**config.mk**
```make
export PLATFORM = sky130hd
export DESIGN_NAME = tpsk_isqrt
export DESIGN_NICKNAME = d
export VERILOG_FILES = /design/src/hdl/tpsk_isqrt.sv
export SDC_FILE = /design/constraint.sdc
export NUM_CORES = 2
export LEC_CHECK = 0
export ABC_AREA = 1
export ABC_CLOCK_PERIOD_IN_PS = 6260
export BUFFER_PORTS_ARGS = -buffer_cell sky130_fd_sc_hd__buf_2
export CORE_ASPECT_RATIO = 1.75
export CORE_MARGIN = 3
export CORE_UTILIZATION = 30
export CTS_CLUSTER_SIZE = 24
export DETAILED_ROUTE_END_ITERATION = 10
export SYNTH_ARGS = -nofsm -noshare
export SYNTH_HDL_FRONTEND = slang
export SYNTH_SLANG_ARGS = --single-unit
export TNS_END_PERCENT = 1
```
**constraint.sdc**
```tcl
create_clock -name clk -period 6.26 [get_ports clk]
set_input_delay 0.313 -clock clk [delete_from_list [all_inputs] [get_ports clk]]
set_output_delay 0.313 -clock clk [all_outputs]
set_load 0.1 [all_outputs]
```
**src/hdl/tpsk_isqrt.sv**
```systemverilog
// Pipelined digit-by-digit integer square root, three digits per stage, with side data.
`default_nettype none
module tpsk_isqrt #(
  parameter int RAD_W  = 66,
  parameter int SIDE_W = 66
) (
  input  wire logic                  clk,
  input  wire logic                  rst_n,
  input  wire logic                  adv,
  input  wire logic                  in_valid,
  input  wire logic [RAD_W-1:0]      in_rad,
  input  wire logic [SIDE_W-1:0]     in_side,
  output logic                       out_valid,
  output logic [RAD_W/2-1:0]         out_root,
  output logic [SIDE_W-1:0]          out_side
);
  localparam int STEPS = RAD_W / 2;
  localparam int PER   = 3;
  localparam int NST   = (STEPS + PER - 1) / PER;
  localparam int RT_W  = STEPS;
  localparam int REM_W = STEPS + 4;

  logic              v_r    [NST];
  logic [RAD_W-1:0]  rad_r  [NST];
  logic [RT_W-1:0]   root_r [NST];
  logic [REM_W-1:0]  rem_r  [NST];
  logic [SIDE_W-1:0] side_r [NST];

  for (genvar s = 0; s < NST; s++) begin : g_st
    logic              src_v;
    logic [RAD_W-1:0]  src_rad;
    logic [RT_W-1:0]   src_root;
    logic [REM_W-1:0]  src_rem;
    logic [SIDE_W-1:0] src_side;
    logic [RAD_W-1:0]  rad_nxt;
    logic [RT_W-1:0]   root_nxt;
    logic [REM_W-1:0]  rem_nxt;
    logic [REM_W-1:0]  trial;

    if (s == 0) begin : g_head
      assign src_v    = in_valid;
      assign src_rad  = in_rad;
      assign src_root = '0;
      assign src_rem  = '0;
      assign src_side = in_side;
    end else begin : g_body
      assign src_v    = v_r[s-1];
      assign src_rad  = rad_r[s-1];
      assign src_root = root_r[s-1];
      assign src_rem  = rem_r[s-1];
      assign src_side = side_r[s-1];
    end

    always_comb begin
      rad_nxt  = src_rad;
      root_nxt = src_root;
      rem_nxt  = src_rem;
      trial    = '0;
      for (int j = 0; j < PER; j++) begin
        if (s * PER + j < STEPS) begin
          rem_nxt = {rem_nxt[REM_W-3:0], rad_nxt[RAD_W-1 -: 2]};
          rad_nxt = rad_nxt << 2;
          trial   = REM_W'({root_nxt, 2'b01});
          if (rem_nxt >= trial) begin
            rem_nxt  = rem_nxt - trial;
            root_nxt = {root_nxt[RT_W-2:0], 1'b1};
          end else begin
            root_nxt = {root_nxt[RT_W-2:0], 1'b0};
          end
        end
      end
    end

    always_ff @(posedge clk) begin
      if (!rst_n) begin
        v_r[s] <= 1'b0;
      end else if (adv) begin
        v_r[s] <= src_v;
      end
    end

    always_ff @(posedge clk) begin
      if (adv) begin
        rad_r[s]  <= rad_nxt;
        root_r[s] <= root_nxt;
        rem_r[s]  <= rem_nxt;
        side_r[s] <= src_side;
      end
    end
  end

  assign out_valid = v_r[NST-1];
  assign out_root  = root_r[NST-1];
  assign out_side  = side_r[NST-1];
endmodule
`default_nettype wire

```
==> flow_summary_export.csv <==
group,metric,value,unit
global_route,grt_pass1_vias,119000,
logic_synthesis,postSynth.asyncResetShare,0,%
outcome,outcome,"finished with violations",
global_route,grt_pass1_wl,702,mm
floorplanning,fp.dieH,818,um
detailed_routing,drt_wl_total,489,mm
logic_synthesis,synth-seq-area-share,42.9,%
finish,final_cells,24400,
floorplanning,die_area,384000,sq um
global_route,antenna_found_initial,21,
cts,cts_sinks,1615,
cts,numCtsBuffers,175,
cts,clk_pin_slew_worst_paths,0.08,ns
finish,final_cell_mix,"nand2_1, buf_4, inv_1",
detailed_routing,wire_per_inst,20.1,um
detailed_routing,drc,0,
worst_setup_path,crit_type,"register to register",
timing,fin_crit_sh,107,%
timing,rsz0062_at_grt,"true",
finish,synthToLayoutAreaGrowth,44.4,%
place,place_hpwl,402,mm
cts,cts_tree,"built",
power,ir_drop,382,uV
power,p_leak,75.7,nW
worst_setup_path,cp-end-kind,"register",
worst_hold_path,min_path_type,"input pin to register",
timing,finalWorstPathRequiredPeriod,6.71,ns
place,gp_congestion,1.04,
timing,fin_ws,-0.446,ns
timing,skew,0.0966,ns
power,power.density,498,nW/um^2
outcome,violations,"setup timing",
place,port_buffers,235,
detailed_routing,ant_nets,0,
floorplanning,die_w,470,um
logic_synthesis,synth_top_flop_cell,"edfxtp_1",
cts,clockBufferDepth,4,
worst_setup_path,critPathMaxFanout,8,
detailed_routing,vias,117000,
timing,hold_viol,0,
worst_setup_path,critPathMaxStageDelay,0.48,ns
cts,cts_max_level,4,
worst_setup_path,cp_slowest_cell,"edfxtp_1",
logic_synthesis,avgSynthCellArea,7.66,sq um
place,placed_cells,23800,
worst_setup_path,start_kind,"register",
logic_synthesis,synth_edf_count,1614,
finish,drive_above_1_share,30.1,%
logic_synthesis,ys_ff_latch,1615,
logic_synthesis,syn_inst,14800,
cts,root_buffer,"clkbuf_16",
floorplanning,core,374000,sq um
timing,setup_viol,129,
logic_synthesis,syn_area,113000,sq um
worst_setup_path,critPathRequiredTime,6.91,ns
floorplanning,io_pins,236,
detailed_routing,via_per_inst,4.78,
global_route,grt.total_usage,24.4,%
timing,relSlewSlack,30.5,%
worst_setup_path,crit_top_cell,"nand2_1",
place,post-place-ws,-1.39,ns
global_route,grt_overflow_total,0,
global_route,grt_max_degree,151,
floorplanning,rows,297,
worst_setup_path,cp.arrival,7.35,ns
finish,final_common_cell,"nand2_1",
timing,tightest_slew,1.04,ns
detailed_routing,first_pass_iters,7,
finish,finalNetCount,20000,
timing,fmax,149,MHz
cts,clkLatencyLatePin,0.92,ns
logic_synthesis,synth.distinct_cells,71,
timing,slew_viol_final,0,
floorplanning,start_util,30.2,%
flow_run,cap_violations,0,
logic_synthesis,yosys_warnings,0,
detailed_routing,drtIter0Drc,6462,
==> layer usage <==
layer / GRT usage [%] / vias up / wire (um) / part of all wire, %
met4: 25.2 / 6 / 62500 / 13
li1: - / 57800 / - / -
met3: 2.78 / 2061 / 16500 / 3.4
met2: 47.9 / 3351 / 261000 / 53
met1: 20.2 / 53300 / 149000 / 31
met5: 0 / - / 34 / 0.0070
==> final timing paths <==
kind              slack [ns]  cells after the start                    start                 endpoint
setup / recovery       -0.45                     42   rem_r[6][13]$_DFFE_PP_    rem_r[7][2]$_DFFE_PP_
hold / removal          0.11                      2              in_side[36]  side_r[0][36]$_DFFE_PP_
setup reg to reg       -0.45                     42   rem_r[6][13]$_DFFE_PP_    rem_r[7][2]$_DFFE_PP_
hold reg to reg         0.35                      0  side_r[4][25]$_DFFE_PP_  side_r[5][25]$_DFFE_PP_
==> cell usage after synthesis (all sizes together) (2+ instances only) <==
cell type / number / share of area (%)
nor2: 1769 / 6.2
inv: 2109 / 7.0
clkinv: 6 / 0.020
nor2b: 3 / 0.017
nor4: 23 / 0.13
o31ai: 3 / 0.020
nand2b: 2 / 0.011
nand4: 274 / 1.6
nand2: 4482 / 15
ha: 595 / 6.6
nor3: 172 / 0.81
o211ai: 23 / 0.16
o221a: 3 / 0.030
a31oi: 40 / 0.22
clkbuf: 72 / 0.24
xnor2: 272 / 2.1
a221o: 2 / 0.018
o221ai: 4 / 0.031
o21ai: 816 / 3.7
a31o: 4 / 0.031
and2: 20 / 0.11
edfxtp: 1614 / 43
and3: 22 / 0.12
a21o: 16 / 0.11
buf: 96 / 0.69
nand3: 1025 / 4.8
or2: 34 / 0.19
xor2: 243 / 1.9
a22oi: 2 / 0.013
nand3b: 104 / 0.69
o2111ai: 4 / 0.031
a21oi: 762 / 3.5
o21a: 49 / 0.33
nor3b: 6 / 0.044
a211oi: 4 / 0.027
a21boi: 15 / 0.10
o21bai: 49 / 0.33
a221oi: 4 / 0.031
==> state kept, by name, summed over array words and instances (netlist names) <==
| signal | count |
|---|---|
| v_r | 11 |
| rad_r | 330 |
| root_r | 198 |
| rem_r | 350 |
| side_r | 726 |
==> where the power goes <==
part / switching [mW] / internal (mW)
clock network: 4.63 / 5.92
logic: 30.2 / 25.5
registers: 1.05 / 14.0
==> worst max-delay path: cells and delay by family (launching register included) <==
family | cells | cell delay [ns]
AOI/OAI and AO/OA | 6 | 0.96
DFF | 1 | 0.48
buffers and inverters | 12 | 1.56
adders and majority gates | 3 | 0.92
and+or+nand+nor | 21 | 2.45
==> stage by stage <==
stage / power, mW / area, sq um / hold slack [ns] / utilization, % / setup TNS, ns
6_report: 81.3 / 163000 / 0.112 / 43.6 / -29.47
5_1_grt: 86.9 / 163000 / 0.0728 / 43.6 / -108.35
4_1_cts: 78.4 / 158000 / 0.0165 / 42.3 / -37.14
3_5_place_dp: 66.6 / 150000 / 0.405 / 40.1 / -153.73
3_3_place_gp: 66.5 / 150000 / 0.400 / 40.1 / -156.02
2_1_floorplan: 38.2 / 113000 / 0.400 / - / -0.00131
==> layout make-up <==
class | instances | area [sq um]
Timing Repair Buffer | 4548 | 35200
Antenna cell | 16 | 40.0
Inverter | 2115 | 8020
Fill cell | 37500 | 211000
Sequential cell | 1615 | 48500
Clock inverter | 100 | 1080
Clock buffer | 206 | 4540
Tap cell | 4933 | 6170
Multi-Input combinational cell | 10900 | 59600
Timing Repair inverter | 1 | 11.3
==> what timing repair did <==
item | CTS | global route
setup endpoints to repair | 251 | 325
hold buffers | 136 | 0
endpoints found under the hold margin | 167 | 0
pin swaps | 27 | 243
gates resized for setup | 391 | 886
buffers inserted | 21 | 145
cloned | 3 | 16
==> cells by family (layout without fill, tap and decap cells) <==
group,count (synthesis),in the layout,synth area share [%]
AO/OA/AOI/OAI,1806,1806,8.65
XOR/XNOR,515,515,3.99
adder cells (fa/ha/maj),595,595,6.59
buffers and inverters,2283,6970,7.96
flip-flops,1615,1615,42.9
other,1,21,0.00332
AND/OR/NAND/NOR,7936,7937,29.9
(Power assumes the default switching activity.)
